File: src/rtl/core/smsa_pkg.sv
// Shared operation and error codes of the scale arithmetic core.
package smsa_pkg;

   typedef enum logic [1:0] {
      FUNC_MUL = 2'd0,
      FUNC_DIV = 2'd1,
      FUNC_GT  = 2'd2,
      FUNC_NE  = 2'd3
   } func_type;

   typedef enum logic [1:0] {
      ERR_OK    = 2'd0,
      ERR_ZERO  = 2'd1,
      ERR_RANGE = 2'd2
   } err_type;

endpackage

File: src/rtl/core/smsa_if.sv
// Request and response channel interfaces of the scale arithmetic core.
interface smsa_req_if #(
   parameter int FRACT_BITS = 15,
   parameter int SHIFT_BITS = 6
);
   logic                         valid;
   logic                         ready;
   logic [1:0]                   func;
   logic [FRACT_BITS-1:0]        a_fract;
   logic signed [SHIFT_BITS-1:0] a_shift;
   logic [FRACT_BITS-1:0]        b_fract;
   logic signed [SHIFT_BITS-1:0] b_shift;

   modport source (output valid, func, a_fract, a_shift, b_fract, b_shift, input ready);
   modport sink (input valid, func, a_fract, a_shift, b_fract, b_shift, output ready);
endinterface

interface smsa_rsp_if #(
   parameter int FRACT_BITS = 15,
   parameter int SHIFT_BITS = 6
);
   logic                         valid;
   logic                         ready;
   logic [FRACT_BITS-1:0]        r_fract;
   logic signed [SHIFT_BITS-1:0] r_shift;
   logic                         cmp_true;
   logic [1:0]                   error_code;

   modport source (output valid, r_fract, r_shift, cmp_true, error_code, input ready);
   modport sink (input valid, r_fract, r_shift, cmp_true, error_code, output ready);
endinterface

File: src/rtl/core/smsa_div.sv
// Pipelined restoring divider, one quotient bit per stage, with a sideband delay line.
module smsa_div #(
   parameter int FRACT_BITS = 15,
   parameter int SIDE_BITS  = 44
) (
   input  logic                    clock,
   input  logic                    reset,
   input  logic                    adv,
   input  logic                    in_valid,
   input  logic [FRACT_BITS-1:0]   num_hi,
   input  logic [FRACT_BITS-1:0]   den,
   input  logic [SIDE_BITS-1:0]    side_in,
   output logic                    out_valid,
   output logic [2*FRACT_BITS-1:0] quo,
   output logic [SIDE_BITS-1:0]    side_out
);

   localparam int D = 2 * FRACT_BITS;

   logic                  vld_ff  [D];
   logic [FRACT_BITS-1:0] rem_ff  [D];
   logic [D-1:0]          num_ff  [D];
   logic [D-1:0]          quo_ff  [D];
   logic [FRACT_BITS-1:0] den_ff  [D];
   logic [SIDE_BITS-1:0]  side_ff [D];

   logic                  vld_in  [D];
   logic [FRACT_BITS-1:0] rem_in  [D];
   logic [D-1:0]          num_in  [D];
   logic [D-1:0]          quo_in  [D];
   logic [FRACT_BITS-1:0] den_in  [D];
   logic [SIDE_BITS-1:0]  side_in_s [D];

   for (genvar i = 0; i < D; i++) begin : g_stage
      logic                  pv;
      logic [FRACT_BITS-1:0] pr;
      logic [D-1:0]          pn;
      logic [D-1:0]          pq;
      logic [FRACT_BITS-1:0] pd;
      logic [SIDE_BITS-1:0]  ps;
      logic [FRACT_BITS:0]   t;
      logic [FRACT_BITS:0]   diff;
      logic                  ge;

      if (i == 0) begin : g_first
         assign pv = in_valid;
         assign pr = '0;
         assign pn = {num_hi, {FRACT_BITS{1'b0}}};
         assign pq = '0;
         assign pd = den;
         assign ps = side_in;
      end else begin : g_next
         assign pv = vld_ff[i-1];
         assign pr = rem_ff[i-1];
         assign pn = num_ff[i-1];
         assign pq = quo_ff[i-1];
         assign pd = den_ff[i-1];
         assign ps = side_ff[i-1];
      end

      always_comb begin
         t            = {pr, pn[D-1]};
         diff         = t - {1'b0, pd};
         ge           = (t >= {1'b0, pd});
         vld_in[i]    = pv;
         rem_in[i]    = ge ? diff[FRACT_BITS-1:0] : t[FRACT_BITS-1:0];
         num_in[i]    = pn << 1;
         quo_in[i]    = {pq[D-2:0], ge};
         den_in[i]    = pd;
         side_in_s[i] = ps;
      end

      always_ff @(posedge clock) begin
         if (reset) begin
            vld_ff[i] <= 1'b0;
         end else if (adv) begin
            vld_ff[i] <= vld_in[i];
         end
      end

      always_ff @(posedge clock) begin
         if (adv) begin
            rem_ff[i]  <= rem_in[i];
            num_ff[i]  <= num_in[i];
            quo_ff[i]  <= quo_in[i];
            den_ff[i]  <= den_in[i];
            side_ff[i] <= side_in_s[i];
         end
      end
   end

   assign out_valid = vld_ff[D-1];
   assign quo       = quo_ff[D-1];
   assign side_out  = side_ff[D-1];

endmodule

File: src/rtl/core/smsa_post.sv
// Normalization, compare and result stages that follow the divider.
module smsa_post #(
   parameter int FRACT_BITS = 15,
   parameter int SHIFT_BITS = 6
) (
   input  logic                         clock,
   input  logic                         reset,
   input  logic                         adv,
   input  logic                         in_valid,
   input  logic [2*FRACT_BITS-1:0]      quo,
   input  logic [1:0]                   func,
   input  logic [FRACT_BITS-1:0]        fa,
   input  logic signed [SHIFT_BITS-1:0] sa,
   input  logic [FRACT_BITS-1:0]        fb,
   input  logic signed [SHIFT_BITS-1:0] sb,
   output logic                         out_valid,
   output logic [FRACT_BITS-1:0]        r_fract,
   output logic signed [SHIFT_BITS-1:0] r_shift,
   output logic                         cmp_true,
   output logic [1:0]                   error_code
);

   localparam int F    = FRACT_BITS;
   localparam int S    = SHIFT_BITS;
   localparam int D    = 2 * F;
   localparam int EW   = S + $clog2(D) + 3;
   localparam int CAP  = F + 1;
   localparam int AW   = $clog2(CAP + 1);
   localparam int LW   = D + 2;
   localparam int SMIN = -(1 << (S - 1));
   localparam int SMAX = (1 << (S - 1)) - 1;

   function automatic int lod_f(input logic [F-1:0] v);
      int r;
      r = 0;
      for (int j = 0; j < F; j++) begin
         if (v[j]) begin
            r = j;
         end
      end
      return r;
   endfunction

   // Stage one.
   logic                 v1_ff;
   logic [1:0]           func1_ff, func1_in;
   logic                 za1_ff, zb1_ff;
   logic [D-1:0]         p1_ff, p1_in;
   logic [D-1:0]         q1_ff;
   logic signed [EW-1:0] ssum1_ff, ssum1_in;
   logic signed [EW-1:0] sdif1_ff, sdif1_in;
   logic signed [EW-1:0] n1_ff, n1_in;
   logic [LW-1:0]        lhs1_ff, lhs1_in, rhs1_ff, rhs1_in;
   logic signed [S:0]    d;
   logic [S:0]           dmag;
   logic [AW-1:0]        amt;

   always_comb begin
      func1_in = func;
      p1_in    = D'(fa) * D'(fb);
      ssum1_in = EW'(sa) + EW'(sb);
      sdif1_in = EW'(sa) - EW'(sb);
      if (quo[D-1:F] == '0) begin
         n1_in = '0;
      end else begin
         n1_in = EW'(lod_f(quo[D-1:F]) + 1);
      end
      d    = (S+1)'(sa) - (S+1)'(sb);
      dmag = (d < 0) ? $unsigned(-d) : $unsigned(d);
      if (dmag > (S+1)'(CAP)) begin
         amt = AW'(CAP);
      end else begin
         amt = AW'(dmag);
      end
      lhs1_in = LW'(fa);
      rhs1_in = LW'(fb);
      if (fa != '0 && fb != '0) begin
         if (d >= 0) begin
            lhs1_in = LW'(fa) << amt;
         end else begin
            rhs1_in = LW'(fb) << amt;
         end
      end
   end

   always_ff @(posedge clock) begin
      if (reset) begin
         v1_ff <= 1'b0;
      end else if (adv) begin
         v1_ff <= in_valid;
      end
   end

   always_ff @(posedge clock) begin
      if (adv) begin
         func1_ff <= func1_in;
         za1_ff   <= (fa == '0);
         zb1_ff   <= (fb == '0);
         p1_ff    <= p1_in;
         q1_ff    <= quo;
         ssum1_ff <= ssum1_in;
         sdif1_ff <= sdif1_in;
         n1_ff    <= n1_in;
         lhs1_ff  <= lhs1_in;
         rhs1_ff  <= rhs1_in;
      end
   end

   // Stage two.
   logic                 v2_ff;
   logic [1:0]           func2_ff;
   logic                 za2_ff, zb2_ff;
   logic [F-1:0]         mf2_ff, mf2_in, df2_ff, df2_in;
   logic signed [EW-1:0] ms2_ff, ms2_in, ds2_ff, ds2_in;
   logic                 gt2_ff, ne2_ff;
   logic signed [EW-1:0] n;
   logic [D-1:0]         qs;

   always_comb begin
      if (p1_ff[D-1:F] != '0) begin
         mf2_in = p1_ff[D-1:F];
         ms2_in = ssum1_ff;
      end else begin
         mf2_in = F'(1);
         ms2_in = ssum1_ff - EW'(F - lod_f(p1_ff[F-1:0]));
      end
      n = (-sdif1_ff > n1_ff) ? -sdif1_ff : n1_ff;
      if (n >= EW'(D)) begin
         qs = '0;
      end else begin
         qs = q1_ff >> $unsigned(n);
      end
      df2_in = qs[F-1:0];
      ds2_in = sdif1_ff + n;
   end

   always_ff @(posedge clock) begin
      if (reset) begin
         v2_ff <= 1'b0;
      end else if (adv) begin
         v2_ff <= v1_ff;
      end
   end

   always_ff @(posedge clock) begin
      if (adv) begin
         func2_ff <= func1_ff;
         za2_ff   <= za1_ff;
         zb2_ff   <= zb1_ff;
         mf2_ff   <= mf2_in;
         ms2_ff   <= ms2_in;
         df2_ff   <= df2_in;
         ds2_ff   <= ds2_in;
         gt2_ff   <= (lhs1_ff > rhs1_ff);
         ne2_ff   <= (lhs1_ff != rhs1_ff);
      end
   end

   // Stage three is the response register.
   logic                 v3_ff;
   logic [F-1:0]         rf3_ff, rf3_in;
   logic signed [S-1:0]  rs3_ff, rs3_in;
   logic                 cmp3_ff, cmp3_in;
   logic [1:0]           err3_ff, err3_in;
   logic signed [EW-1:0] rs_w;

   always_comb begin
      rf3_in  = '0;
      rs_w    = '0;
      cmp3_in = 1'b0;
      err3_in = smsa_pkg::ERR_OK;
      case (func2_ff)
         smsa_pkg::FUNC_MUL: begin
            rf3_in = mf2_ff;
            rs_w   = ms2_ff;
            if (za2_ff || zb2_ff) begin
               err3_in = smsa_pkg::ERR_ZERO;
            end
         end
         smsa_pkg::FUNC_DIV: begin
            rf3_in = df2_ff;
            rs_w   = ds2_ff;
            if (zb2_ff) begin
               err3_in = smsa_pkg::ERR_ZERO;
            end
         end
         smsa_pkg::FUNC_GT: begin
            cmp3_in = gt2_ff;
         end
         default: begin
            cmp3_in = ne2_ff;
         end
      endcase
      if (err3_in == smsa_pkg::ERR_OK && (func2_ff == smsa_pkg::FUNC_MUL ||
          func2_ff == smsa_pkg::FUNC_DIV) && (rs_w < SMIN || rs_w > SMAX)) begin
         err3_in = smsa_pkg::ERR_RANGE;
      end
      if (err3_in != smsa_pkg::ERR_OK) begin
         rf3_in = '0;
         rs_w   = '0;
      end
      rs3_in = rs_w[S-1:0];
   end

   always_ff @(posedge clock) begin
      if (reset) begin
         v3_ff <= 1'b0;
      end else if (adv) begin
         v3_ff <= v2_ff;
      end
   end

   always_ff @(posedge clock) begin
      if (adv) begin
         rf3_ff  <= rf3_in;
         rs3_ff  <= rs3_in;
         cmp3_ff <= cmp3_in;
         err3_ff <= err3_in;
      end
   end

   assign out_valid  = v3_ff;
   assign r_fract    = rf3_ff;
   assign r_shift    = rs3_ff;
   assign cmp_true   = cmp3_ff;
   assign error_code = err3_ff;

endmodule

File: src/rtl/core/scale_mantissa_shift_alu_core.sv
// Top level of the scale multiply, divide and compare core.
//
//   channel   direction  transfer carries
//   req_ch    in         func, a_fract, a_shift, b_fract, b_shift
//   rsp_ch    out        r_fract, r_shift, cmp_true, error_code
//
// One item can enter every cycle unless a response waits untaken; the divider, which
// resolves one quotient bit per stage, is followed by three result stages.
// Reset clears only the valid bits of the stages.
// When a response waits untaken, every stage holds and req_ch.ready is low.
module scale_mantissa_shift_alu_core #(
   parameter int FRACT_BITS = 15,
   parameter int SHIFT_BITS = 6
) (
   input logic         clock,
   input logic         reset,
   smsa_req_if.sink    req_ch,
   smsa_rsp_if.source  rsp_ch
);

   localparam int SIDE_BITS = 2 + 2 * FRACT_BITS + 2 * SHIFT_BITS;

   logic                         adv;
   logic                         dv;
   logic [2*FRACT_BITS-1:0]      dq;
   logic [SIDE_BITS-1:0]         side_i, side_o;
   logic [1:0]                   s_func;
   logic [FRACT_BITS-1:0]        s_fa, s_fb;
   logic signed [SHIFT_BITS-1:0] s_sa, s_sb;

   assign adv          = !rsp_ch.valid || rsp_ch.ready;
   assign req_ch.ready = adv;
   assign side_i = {req_ch.func, req_ch.a_fract, req_ch.a_shift, req_ch.b_fract,
                    req_ch.b_shift};
   assign {s_func, s_fa, s_sa, s_fb, s_sb} = side_o;

   smsa_div #(
      .FRACT_BITS (FRACT_BITS),
      .SIDE_BITS  (SIDE_BITS)
   ) u_div (
      .clock     (clock),
      .reset     (reset),
      .adv       (adv),
      .in_valid  (req_ch.valid),
      .num_hi    (req_ch.a_fract),
      .den       (req_ch.b_fract),
      .side_in   (side_i),
      .out_valid (dv),
      .quo       (dq),
      .side_out  (side_o)
   );

   smsa_post #(
      .FRACT_BITS (FRACT_BITS),
      .SHIFT_BITS (SHIFT_BITS)
   ) u_post (
      .clock      (clock),
      .reset      (reset),
      .adv        (adv),
      .in_valid   (dv),
      .quo        (dq),
      .func       (s_func),
      .fa         (s_fa),
      .sa         (s_sa),
      .fb         (s_fb),
      .sb         (s_sb),
      .out_valid  (rsp_ch.valid),
      .r_fract    (rsp_ch.r_fract),
      .r_shift    (rsp_ch.r_shift),
      .cmp_true   (rsp_ch.cmp_true),
      .error_code (rsp_ch.error_code)
   );

`ifndef ASSERT_OFF
   a_err_zeroes: assert property (@(posedge clock) disable iff (reset)
      rsp_ch.valid && rsp_ch.error_code != smsa_pkg::ERR_OK |->
         rsp_ch.r_fract == '0 && rsp_ch.r_shift == '0 && !rsp_ch.cmp_true)
      else $error("error response carries a nonzero result");

   a_cmp_clean: assert property (@(posedge clock) disable iff (reset)
      rsp_ch.valid && rsp_ch.cmp_true |->
         rsp_ch.r_fract == '0 && rsp_ch.r_shift == '0)
      else $error("compare response carries a scale");

   a_hold_stall: assert property (@(posedge clock) disable iff (reset)
      dv && !adv |=> dv && $stable(dq))
      else $error("divider output moved during a stall");
`endif

endmodule
File: src/flat_wrapper.sv
// flat-port wrapper written by rule: the top's interface ports become plain ports
module scale_mantissa_shift_alu_core_flat 
#(
   parameter int FRACT_BITS = 15,
   parameter int SHIFT_BITS = 6
)
  (clock, reset, req_ch_valid, req_ch_func, req_ch_a_fract, req_ch_a_shift, req_ch_b_fract, req_ch_b_shift, req_ch_ready, rsp_ch_valid, rsp_ch_r_fract, rsp_ch_r_shift, rsp_ch_cmp_true, rsp_ch_error_code, rsp_ch_ready);
  smsa_req_if #(.FRACT_BITS(FRACT_BITS), .SHIFT_BITS(SHIFT_BITS)) req_ch_i ();
  smsa_rsp_if #(.FRACT_BITS(FRACT_BITS), .SHIFT_BITS(SHIFT_BITS)) rsp_ch_i ();
  input logic clock;
  input logic reset;
  input wire logic [$bits(req_ch_i.valid)-1:0] req_ch_valid;
  input wire logic [$bits(req_ch_i.func)-1:0] req_ch_func;
  input wire logic [$bits(req_ch_i.a_fract)-1:0] req_ch_a_fract;
  input wire logic [$bits(req_ch_i.a_shift)-1:0] req_ch_a_shift;
  input wire logic [$bits(req_ch_i.b_fract)-1:0] req_ch_b_fract;
  input wire logic [$bits(req_ch_i.b_shift)-1:0] req_ch_b_shift;
  output wire logic [$bits(req_ch_i.ready)-1:0] req_ch_ready;
  output wire logic [$bits(rsp_ch_i.valid)-1:0] rsp_ch_valid;
  output wire logic [$bits(rsp_ch_i.r_fract)-1:0] rsp_ch_r_fract;
  output wire logic [$bits(rsp_ch_i.r_shift)-1:0] rsp_ch_r_shift;
  output wire logic [$bits(rsp_ch_i.cmp_true)-1:0] rsp_ch_cmp_true;
  output wire logic [$bits(rsp_ch_i.error_code)-1:0] rsp_ch_error_code;
  input wire logic [$bits(rsp_ch_i.ready)-1:0] rsp_ch_ready;
  assign req_ch_i.valid = req_ch_valid;
  assign req_ch_i.func = req_ch_func;
  assign req_ch_i.a_fract = req_ch_a_fract;
  assign req_ch_i.a_shift = req_ch_a_shift;
  assign req_ch_i.b_fract = req_ch_b_fract;
  assign req_ch_i.b_shift = req_ch_b_shift;
  assign req_ch_ready = req_ch_i.ready;
  assign rsp_ch_valid = rsp_ch_i.valid;
  assign rsp_ch_r_fract = rsp_ch_i.r_fract;
  assign rsp_ch_r_shift = rsp_ch_i.r_shift;
  assign rsp_ch_cmp_true = rsp_ch_i.cmp_true;
  assign rsp_ch_error_code = rsp_ch_i.error_code;
  assign rsp_ch_i.ready = rsp_ch_ready;
  scale_mantissa_shift_alu_core #(.FRACT_BITS(FRACT_BITS), .SHIFT_BITS(SHIFT_BITS)) u_core (.clock(clock), .reset(reset), .req_ch(req_ch_i), .rsp_ch(rsp_ch_i));
endmodule
File: config.mk
export PLATFORM = sky130hd
export DESIGN_NAME = scale_mantissa_shift_alu_core_flat
export DESIGN_NICKNAME = d
export VERILOG_FILES = /design/src/rtl/core/smsa_pkg.sv /design/src/rtl/core/smsa_if.sv /design/src/rtl/core/smsa_div.sv /design/src/rtl/core/smsa_post.sv /design/src/rtl/core/scale_mantissa_shift_alu_core.sv /design/src/flat_wrapper.sv
export SDC_FILE = /design/constraint.sdc
export NUM_CORES = 2
export LEC_CHECK = 0
export BUFFER_PORTS_ARGS = -buffer_cell sky130_fd_sc_hd__buf_4
export CAP_MARGIN = 5
export CORE_ASPECT_RATIO = 1.2
export CORE_MARGIN = 4
export CORE_UTILIZATION = 45
export DETAILED_ROUTE_END_ITERATION = 6
export GPL_ROUTABILITY_DRIVEN = 0
export HOLD_SLACK_MARGIN = 0.03
export PLACE_DENSITY = 0.73
export SYNTH_ARGS = -nofsm -noshare
export SYNTH_HDL_FRONTEND = slang
export SYNTH_SLANG_ARGS = --single-unit
File: constraint.sdc
create_clock -name clock -period 71.7 [get_ports clock]
set_input_delay 14.34 -clock clock [delete_from_list [all_inputs] [get_ports clock]]
set_output_delay 14.34 -clock clock [all_outputs]
set_load 0.02 [all_outputs]
==> impl_metrics.yaml <==
floorplan:
  dieArea_um2: 260800
  initial_core_util: 0.4534
  die_h_um: 558.6
  die_x_um: 466.8
  core-area_um2: 250700
  num_io_pins: 74
  core.rowCount: 201
cells_and_area:
  layout-drive-gt1-share: 0.07886
  layout_common_cells: "edfxtp_1 (2,482), inv_1 (878), nand2_1 (607), ha_1 (593), nor2_1 (469)"
  area_growth_pct: 10.86
  nFillCells: 20380
  nNetsFinal: 9250
  final_common_cell: "edfxtp_1"
timing:
  worstMarginPinSlew_ns: 1.241
  rsz0062_at_grt: "false"
  drv_slew: 0
  setup_viol: 0
  hold_violations: 0
  period_needed_ns: 30.29
  hold-worst-slack_ns: 0.3711
  timing.fmax_mhz: 33.02
  slew-limit-headroom: 0.1696
  fin_crit_sh: 0.4224
  fin_tns_setup_ns: 0
  fin_skew_ns: 0.1084
global_route:
  antenna_found_initial: 5
  grt_pass1_vias: 65550
  grt_max_degree: 186
  grt_use_total: 0.1532
  grt_pass1_wl_mm: 328.2
  overflow: 0
flow_run:
  max_cap_viol_count: 0
clock_network:
  cts_tree: "yes"
  htreeDepth: 4
  cts_buffers: 244
  hold_buffers: 0
  cts_sinks: 2485
  post_cts_buffers: 0
  path_clk_slew_ns: 0.06
  insertion_delay_ns: 0.92
  cts-root-buf: "clkbuf_16"
  post_cts_resized: 0
  clock_path_buffers: 4
logic_synthesis:
  synth_top_area_frac: 0.6556
  synth_edf_count: 2482
  ys.flop_type: "edfxtp_1"
  synth_nets: 9062
  synth_seq_cells: 2485
  synth-seq-area-share: 0.6561
  yosysWarningCount: 0
  synth_cell_types: 108
  syn_inst: 8222
  yosys-top-cells-area: "edfxtp_1 (66%), ha_1 (6.5%), fa_1 (3.5%), inv_1 (2.9%), nand2_1 (2.0%)"
  synth.avg_cell_area_um2: 13.83
  yosysTopAreaCell: "edfxtp_1"
  async_reset_ff_frac: 0
  synthesis.area_um2: 113700
pwr:
  power_leakage_nw: 51.53
  vdd_drop_max_mv: 0.04112
  p_per_area_nw_per_um2: 38.10
routing:
  post_drt_wl_per_cell_um: 17.07
  vias_per_cell: 5.356
  antenna_left: 0
  drt_iter0_drc: 5205
  drt-pass1-iter-count: 7
  drc: 4
  num_vias: 64080
  routed_wl_mm: 204.2
worst_setup_path:
  crit_type: "primary input to output pin"
  cp_top_family: "buffers and inverters"
  cp_slowest_cell: "clkinvlp_4"
  cp-end-kind: "output pin"
  setup.worst_path.start_class: "primary input"
  cp.arrival_ns: 15.95
  cp.required_ns: 57.36
  critPathBufInv: 3
  critical-path-max-stage-delay_ns: 0.66
  path_max_fanout: 26
  path_cells: "buf_4, nor2b_1, clkinvlp_4, buf_4"
  cpMostUsedCell: "buf_4"
place:
  dp.final_hpwl_mm: 138.8
  portBuffers: 73
status:
  status: "finished with violations"
  violations: "design-rule violations"
min_path:
  hp-class: "register to register"
-- worst paths after layout --
| path | slack (ns) | depth (start not counted) | from | end |
|---|---|---|---|---|
| setup reg to reg | 64.18 | 24 | u_core.u_div.side_ff[14][80]$_DFFE_PN_ | u_core.u_post.p1_ff[28]$_DFFE_PN_ |
| hold reg to reg | 0.37 | 0 | u_core.u_div.side_ff[0][45]$_DFFE_PN_ | u_core.u_div.side_ff[1][1]$_DFFE_PN_ |
| setup / recovery | 41.41 | 4 | rsp_ch_ready | req_ch_ready |
| hold / removal | 0.37 | 0 | u_core.u_div.side_ff[0][45]$_DFFE_PN_ | u_core.u_div.side_ff[1][1]$_DFFE_PN_ |
-- cells in the mapped netlist (10+ instances only) --
master / n
edfxtp_1: 2482
inv_1: 879
nand2_1: 607
ha_1: 593
nor2_1: 470
o21ai_0: 421
a21oi_1: 293
fa_1: 199
and2_1: 191
xnor2_1: 173
clkbuf_1: 159
mux2i_1: 130
xor2_1: 128
nand4_1: 109
nor3_1: 107
nor2b_1: 100
nand3_1: 92
o31ai_1: 86
mux2_2: 80
a21o_1: 74
a211oi_1: 66
nand2b_1: 66
a21boi_0: 65
a31oi_1: 62
o21a_1: 50
or3_1: 48
nor4_1: 38
and3_1: 28
o22ai_1: 24
o21bai_1: 22
or2_2: 22
o41ai_1: 21
buf_2: 19
a211o_1: 18
a22oi_1: 17
or4_1: 13
a41oi_1: 12
a22o_1: 11
buf_4: 11
o41a_1: 10
o41ai_2: 10
-- area by class of cell --
| class | instances | area, um2 | area share |
|---|---|---|---|
| antenna | 4 | 10.01 | 0.00007942 |
| sequential | 2485 | 74590 | 0.5919 |
| tap | 3349 | 4190 | 0.03325 |
| timing repair buffer | 142 | 1132 | 0.008985 |
| multi-input combinational | 4653 | 35020 | 0.2779 |
| clock inverter | 167 | 1445 | 0.01147 |
| clock buffer | 279 | 6301 | 0.05000 |
| inverter | 884 | 3334 | 0.02646 |
-- metal layers --
metal,GRT usage,routed length (um),vias up
li1,-,-,30370
met1,0.1649,74850,31070
met2,0.2873,108100,1917
met3,0.02369,10130,728
met4,0.08106,11100,0
met5,0,0,-
-- through the flow --
stage | setup slack (ns) | utilization | power (mW) | std cells | area [um2]
floorplan | 16.12 | - | 3.156 | 8222 | 113700
global placement | 41.44 | 0.4716 | 3.500 | 11510 | 118300
detailed placement | 41.43 | 0.4716 | 3.574 | 11510 | 118300
CTS | 41.43 | 0.5025 | 4.833 | 11960 | 126000
global route | 41.22 | 0.5026 | 5.091 | 11960 | 126000
finish | 41.41 | 0.5026 | 4.802 | 11960 | 126000
-- flip-flops by register name (all words and copies together) (netlist names), 5 cells and up --
name                    count
u_core.u_div.side_ff      872
u_core.u_div.quo_ff       465
u_core.u_div.den_ff       448
u_core.u_div.rem_ff       435
u_core.u_post.lhs1_ff      32
u_core.u_post.rhs1_ff      32
u_core.u_div.vld_ff        30
u_core.u_post.q1_ff        30
u_core.u_post.p1_ff        29
u_core.u_post.df2_ff       15
u_core.u_post.mf2_ff       15
u_core.u_post.r_fract      15
u_core.u_post.ds2_ff       14
u_core.u_post.ms2_ff       13
u_core.u_post.ssum1_ff      7
u_core.u_post.r_shift       6
u_core.u_post.sdif1_ff      6
u_core.u_post.n1_ff         5
-- cell families (layout without fill, tap and decap cells) --
kind of cell,Yosys count,count (layout),share of synthesized area
flip-flops,2485,2485,0.6561
AND/OR/NAND/NOR,1930,1930,0.08136
AO/OA/AOI/OAI,1410,1410,0.08083
buffers and inverters,1084,1472,0.03704
adder cells (fa/ha/maj),792,792,0.1003
XOR/XNOR,304,304,0.02372
multiplexers,217,217,0.02060
other,0,4,0
-- power breakdown --
part           switching (mW)  internal [mW]  leakage [nW]
Combinational           0.893          0.620          20.7
Clock                   0.533          0.702          3.77
Sequential              0.117           1.94          27.1
Total                    1.54           3.26          51.5
Note: power is estimated with default switching activity, not from simulation.
